**src/jgpds_pkg.sv**
```systemverilog
// Shared types, constants and the distance check for the jittered-grid
// Poisson-disk sampler. No dependencies.
`default_nettype none

package jgpds_pkg;

   // Storage and precision
   localparam int MAX_COLS  = 1024;
   localparam int FRAC_BITS = 16;
   localparam int TRY_BITS  = 6;

   // Field and register widths
   localparam int CNT_BITS    = 10;
   localparam int CNT_LIMIT   = 1024;
   localparam int DIM_BITS    = 11;
   localparam int TRIES_BITS  = 6;
   localparam int IN_BITS     = 16;
   localparam int INDEX_BITS  = 20;
   localparam int CSR_ADDR_BITS = 2;
   localparam int CSR_DATA_BITS = 11;

   // Derived sizes
   localparam int COL_LIMIT   = (MAX_COLS < CNT_LIMIT) ? MAX_COLS : CNT_LIMIT;
   localparam int LB_IDX_BITS = $clog2(COL_LIMIT);
   localparam int TRY_MAX     = (1 << TRY_BITS) - 1;
   localparam int TRY_CMP_BITS = ((TRY_BITS > TRIES_BITS) ? TRY_BITS : TRIES_BITS) + 1;
   localparam int DIFF_BITS   = FRAC_BITS + 2;
   localparam int SQ_BITS     = 2 * DIFF_BITS;
   localparam int DIST_BITS   = SQ_BITS + 1;

   localparam logic [DIFF_BITS-1:0] FRAC_ONE = DIFF_BITS'(1) << FRAC_BITS;
   localparam logic [DIST_BITS-1:0] DIST_ONE = DIST_BITS'(1) << (2 * FRAC_BITS);

   // Configuration register indexes
   typedef enum logic [CSR_ADDR_BITS-1:0] {
      CSR_NUM_ROWS  = 2'd0,
      CSR_NUM_COLS  = 2'd1,
      CSR_MAX_TRIES = 2'd2
   } csr_index_type;

   // Stored sample: valid bit, row offset, column offset
   typedef struct packed {
      logic                 valid;
      logic [FRAC_BITS-1:0] u;
      logic [FRAC_BITS-1:0] v;
   } sample_type;

   // Line buffer write request
   typedef struct packed {
      logic                   en;
      logic [LB_IDX_BITS-1:0] idx;
      sample_type             data;
   } lb_write_type;

   // True when trial (u,v) lies closer than one cell to sample s, whose cell
   // sits drow rows and dcol columns toward lower indices.
   function automatic logic too_close(sample_type s, logic [FRAC_BITS-1:0] u,
                                      logic [FRAC_BITS-1:0] v, logic drow,
                                      logic dcol);
      logic [DIFF_BITS-1:0]        du;
      logic [DIFF_BITS-1:0]        dv;
      logic signed [SQ_BITS-1:0]   sq_u;
      logic signed [SQ_BITS-1:0]   sq_v;
      logic [DIST_BITS-1:0]        d2;
      du = DIFF_BITS'(u) - DIFF_BITS'(s.u) + (drow ? FRAC_ONE : '0);
      dv = DIFF_BITS'(v) - DIFF_BITS'(s.v) + (dcol ? FRAC_ONE : '0);
      sq_u = $signed(du) * $signed(du);
      sq_v = $signed(dv) * $signed(dv);
      d2 = {1'b0, sq_u} + {1'b0, sq_v};
      return s.valid && (d2 < DIST_ONE);
   endfunction

endpackage

`default_nettype wire

```
**src/jgpds_dist_check.sv**
```systemverilog
// Trial acceptance: border rule plus three neighbor distance checks.
// Depends on jgpds_pkg.
`default_nettype none

module jgpds_dist_check
   import jgpds_pkg::*;
(
   input  wire logic                 border,
   input  wire logic [FRAC_BITS-1:0] u,
   input  wire logic [FRAC_BITS-1:0] v,
   input  wire sample_type           up_sample,
   input  wire sample_type           left_sample,
   input  wire sample_type           diag_sample,
   output      logic                 accept
);

   logic close_up;
   logic close_left;
   logic close_diag;

   // Check the cell above, to the left and diagonal in parallel
   always_comb begin
      close_up   = too_close(up_sample,   u, v, 1'b1, 1'b0);
      close_left = too_close(left_sample, u, v, 1'b0, 1'b1);
      close_diag = too_close(diag_sample, u, v, 1'b1, 1'b1);
      accept     = border || !(close_up || close_left || close_diag);
   end

endmodule

`default_nettype wire

```
**config.mk**
```make
export PLATFORM = sky130hd
export DESIGN_NAME = jgpds_dist_check
export DESIGN_NICKNAME = d
export VERILOG_FILES = /design/src/jgpds_pkg.sv /design/src/jgpds_dist_check.sv
export SDC_FILE = /design/constraint.sdc
export NUM_CORES = 2
export LEC_CHECK = 0
export BUFFER_PORTS_ARGS = -buffer_cell sky130_fd_sc_hd__buf_2
export CORE_MARGIN = 3
export CORE_UTILIZATION = 35
export DETAILED_ROUTE_END_ITERATION = 12
export PLACE_DENSITY = 0.57
export SETUP_SLACK_MARGIN = 0.4
export SLEW_MARGIN = 10
export SYNTH_ARGS = -nofsm -noshare
export SYNTH_HDL_FRONTEND = slang
export SYNTH_SLANG_ARGS = --single-unit
export TNS_END_PERCENT = 100
```
**constraint.sdc**
```tcl
create_clock -name vclk -period 10.05
set_input_delay 0.5025 -clock vclk [all_inputs]
set_output_delay 0.5025 -clock vclk [all_outputs]
set_load 0.01 [all_outputs]
```
# Word level (Yosys, flattened, before mapping)
# Index checks and enable logic that the tools add are counted.
word_totals:
  latch_bits: 0
  mem_bits_ro: 0
  out_inout_bits: 1
  reg_bits: 0
  mem_bits_rw: 0
  input_bits: 132
  wordCells: 29
  mem_count: 0
classes:
  add_sub_neg: 13
  bitwise_logic: 0
  n_mul: 6
  shift: 0
  n_eq_ne: 0
  order_cmp: 3
  mux: 0
  reduce_logical: 7
  div: 0
op_table:
  columns: ["operator", "n"]
  rows:
  - ["$mul 18x18->36", 4]
  - ["$add 36x36->37", 3]
  - ["$lt 37x33->1 const B", 3]
  - ["$sub 16x16->17", 6]
  - ["$add 18x17->18 const B", 4]
  - ["$mul 17x17->34", 2]
  - ["$logic_and 1x1->1", 3]
  - ["$logic_or 1x1->1", 3]
  - ["$logic_not 1->1", 1]

# Longest topological paths before layout
logic_depth:
  ltp_word: 10
  ltp_mapped: 48
  depth_no_buf: 48

# Least setup slack after synthesis
# OpenSTA, ideal clock, no wires.
synth_path:
  path_type: "input port to output port"
  from: "input v[0]"
  to: "output accept"
  t_arrival_ns: 10.357
  stages: 44
  n_path_buf: 1
  slack_ns: -0.809
  required_time_ns: 9.547
  cell_sequence: "inv_1 ha_1 fa_1 nor2b_1 o21ai_1 a21boi_1 o211ai_1 a21oi_1 nor4b_2 o31ai_2 a21oi_1 o21a_1 inv_1 buf_2 nor2_1 fa_1 inv_1 fa_1 [... 8 more ...] and3_1 and2_1 and3_1 a22oi_1 a211o_1 a311o_1 a21o_1 a21oi_1 mux2i_1 o311ai_1 ha_1 or4b_2 a21oi_1 o2111ai_1 or3_1 a311oi_1 a32oi_1 o31a_1"
synth_between:
  elab_chain_len: 10
  word_cells_on_any_way: 21
  classes_between: "8 x add/sub; 3 x mul; 3 x order compare; 7 x reduce/logical"
synth_rtl:
  columns: ["element", "line", "source"]
  rows:
  - ["start, declared", "jgpds_dist_check.sv:10", "input wire logic [FRAC_BITS-1:0] v,"]
  - ["$sub 16x16->17", "jgpds_pkg.sv:66", "dv = DIFF_BITS'(v) - DIFF_BITS'(s.v) + (dcol ? FRAC_ONE : '0);"]
  - ["$add 18x17->18", "jgpds_pkg.sv:66", null]
  - ["$mul 18x18->36", "jgpds_pkg.sv:68", "sq_v = $signed(dv) * $signed(dv);"]
  - ["$add 36x36->37", "jgpds_pkg.sv:69", "d2 = {1'b0, sq_u} + {1'b0, sq_v};"]
  - ["$lt 37x33->1", "jgpds_pkg.sv:70", "return s.valid && (d2 < DIST_ONE);"]
  - ["$logic_and 1x1->1", "jgpds_pkg.sv:70", null]
  - ["$logic_or 1x1->1", "jgpds_dist_check.sv:26", "accept = border || !(close_up || close_left || close_diag);"]
  - ["$logic_or 1x1->1 *", "jgpds_dist_check.sv:26", null]
  - ["$logic_not 1->1 *", "jgpds_dist_check.sv:26", null]
  - ["$logic_or 1x1->1 *", "jgpds_dist_check.sv:26", null]
  - ["end, declared", "jgpds_dist_check.sv:14", "output logic accept"]
# Mark *: on every way between the ends. The rest lies on a longest branch, timed or not.

# Final worst setup path
# Ends and elaborated chain as after synthesis.

==> flow_metrics.env <==
export IMPL_die_x_um=420
export IMPL_synth_top_family_by_area="adder cells"
export IMPL_grt_pass1_wl_um=266000
export IMPL_die_area_um2=176000
export IMPL_final_cell_mix="inv_1, fa_1, buf_4"
export IMPL_syn_inst=6872
export IMPL_antenna_found_initial=3
export IMPL_drt_wirelength_per_cell_um=15.2
export IMPL_grt_pass1_vias=54200
export IMPL_crit_slowest_cell="fa_1"
export IMPL_yosysTopAreaCell="fa_1"
export IMPL_holdWs_ns=1.60
export IMPL_drc=0
export IMPL_yosysWarningCount=0
export IMPL_yosys_top_cells_area="fa_1, ha_1, inv_1, nor2_1, nand2_1"
export IMPL_worstPathRequired_ns=9.55
export IMPL_drv_cap=0
export IMPL_max_stage_delay_ns=0.53
export IMPL_drive_above_1_share=0.202
export IMPL_synthAdderAreaFrac=0.625
export IMPL_layout_setup_ws_ns=-0.942
export IMPL_grt_use_total=0.186
export IMPL_finalWirelength_um=159000
export IMPL_synth_top_area_share=0.438
export IMPL_cpMostUsedCell="fa_1"
export IMPL_setup_viol=1
export IMPL_hpwlAfterDp_um=147000
export IMPL_fin_nets=10600
export IMPL_tightest_slew_ns=0.629
export IMPL_crit_end="accept"
export IMPL_period_share=1.09
export IMPL_area_delta_synth_final_pct=22.7
export IMPL_cts_hold_buf=0
export IMPL_grt_start_max_net_pins=20
export IMPL_start_util=0.353
export IMPL_crit_type="primary input to primary output"
export IMPL_gr_total_overflow=0
export IMPL_period_needed_ns=10.99
export IMPL_antenna_left=0
export IMPL_clock_buffers=0
export IMPL_synth_area_um2=59900
export IMPL_fmax_ghz=0.0910
export IMPL_die_y_um=420
export IMPL_io_buffers=133
export IMPL_startpoint="v[0]"
export IMPL_num_io_pins=133
export IMPL_synth_compound_area_frac=0.0850
export IMPL_slew_limit_headroom=0.577
export IMPL_diodes=0
export IMPL_drtIter0Drc=1807
export IMPL_finalHoldViolations=0
export IMPL_cp_end_kind="primary output"
export IMPL_rows=151
export IMPL_synth_yosys_seq_area_share=0
export IMPL_dr_pass1_iters=5
export IMPL_synthXorXnorAreaFrac=0.0438
export IMPL_synth_area_per_cell_um2=8.71
export IMPL_synthesis_nets=9209
export IMPL_worstPathArrival_ns=10.49
export IMPL_status="complete, but fails checks"
export IMPL_synth_simple_area_share=0.111
export IMPL_vias_per_cell=4.67
export IMPL_n_sequential_cell=0
export IMPL_gp_congestion=0.891
export IMPL_seq_area_um2=0
export IMPL_startpoint_type="primary input"
export IMPL_violations="setup timing"
export IMPL_final_common_cell="inv_1"
export IMPL_min_path_type="primary input to primary output"
export IMPL_synth_cell_types=100
export IMPL_rsz0062_at_grt="yes"
export IMPL_coreArea_um2=170000
export IMPL_vias=48800
export IMPL_worstPathMaxFanout=4
export IMPL_slew_violations=0
export IMPL_synth_mux_area_frac=0.00288
cells by family after synthesis:
| group | Yosys count |
|---|---|
| AND/OR/NAND/NOR | 1508 |
| buffers and inverters | 2098 |
| XOR/XNOR | 293 |
| multiplexers | 16 |
| AO/OA/AOI/OAI | 752 |
| adder cells (fa/ha/maj) | 2205 |
timing repair:
item / in CTS / in global routing
endpoints found under the setup margin: 1 / 1
setup buffers: 10 / 7
cloned: 0 / 0
pin swaps: 31 / 34
gates resized for setup: 40 / 46
synth_stat cells, types with 6 or more instances:
master and instances:
nor3_1 53, a21oi_1 239, o21ai_1 17, o21bai_1 28, nor2_1 589, o31ai_1 11
a21boi_1 10, or2_2 26, o2111ai_1 8, nand3_1 63, nand2b_1 99, inv_2 11
nand2_1 504, xor2_1 71, and4_1 6, a31oi_1 20, or3_1 16, a2111oi_0 6
and2_1 30, clkinv_1 22, fa_1 1310, o211ai_1 17, and3_1 26, a211o_1 7
a21o_1 119, a31o_2 8, o21a_1 40, ha_1 895, xnor2_1 216, nand4_1 23
clkbuf_1 91, nor4_1 6, mux2_2 9, inv_1 1957, buf_2 13, o31a_1 6
o21ai_0 101, a221o_1 8, mux2i_1 6, a211oi_1 24, nor2b_1 37
layer usage:
metal	track usage	vias to the layer above	part of all wire
met2	0.364	575	0.55
li1	-	23500	-
met1	0.227	24500	0.41
met5	0	-	0
met4	0.0326	0	0.021
met3	0.00485	156	0.021
layout make-up:
class                      count  area, µm²
timing repair buffer        1455      10800
inverter                    1991       7490
tap                         2218       2780
multi-input combinational   4774      52400
fill                       16900      96200
worst min path at each step:
stage                    startpoint      to  slack (ns)  cells past startpoint
floorplan                    border  accept        1.24                      3
global placement    left_sample[32]  accept        1.62                      5
detailed placement  left_sample[32]  accept        1.61                      5
CTS                 left_sample[32]  accept        1.62                      5
global route        left_sample[32]  accept        1.64                      5
finish              left_sample[32]  accept        1.60                      5
per-stage QoR:
step	TNS (ns)	std cells	worst slack (ns)	instance area [µm²]	utilization
3_5_place_dp	-1.30	10400	-1.30	73000	0.430
3_3_place_gp	-1.16	10400	-1.16	73000	0.430
2_1_floorplan	-0.316	6872	-0.316	60000	-
6_report	-0.942	10400	-0.942	73500	0.433
5_1_grt	-1.52	10400	-1.52	73500	0.433
4_1_cts	-1.01	10400	-1.01	73300	0.432
critical path: cells and delay by family:
family	cells	cell delay, ns
buffers and inverters	10	1.08
xor gates and xnor gates	1	0.07
adders and majority gates	10	4.07
AOI/OAI and AO/OA	16	2.89
muxes	1	0.23
and+or+nand+nor	8	1.64
Power is left out: the tool's default activity adds up to more than one toggle a clock period on the data nets, which glitch-free logic cannot reach.
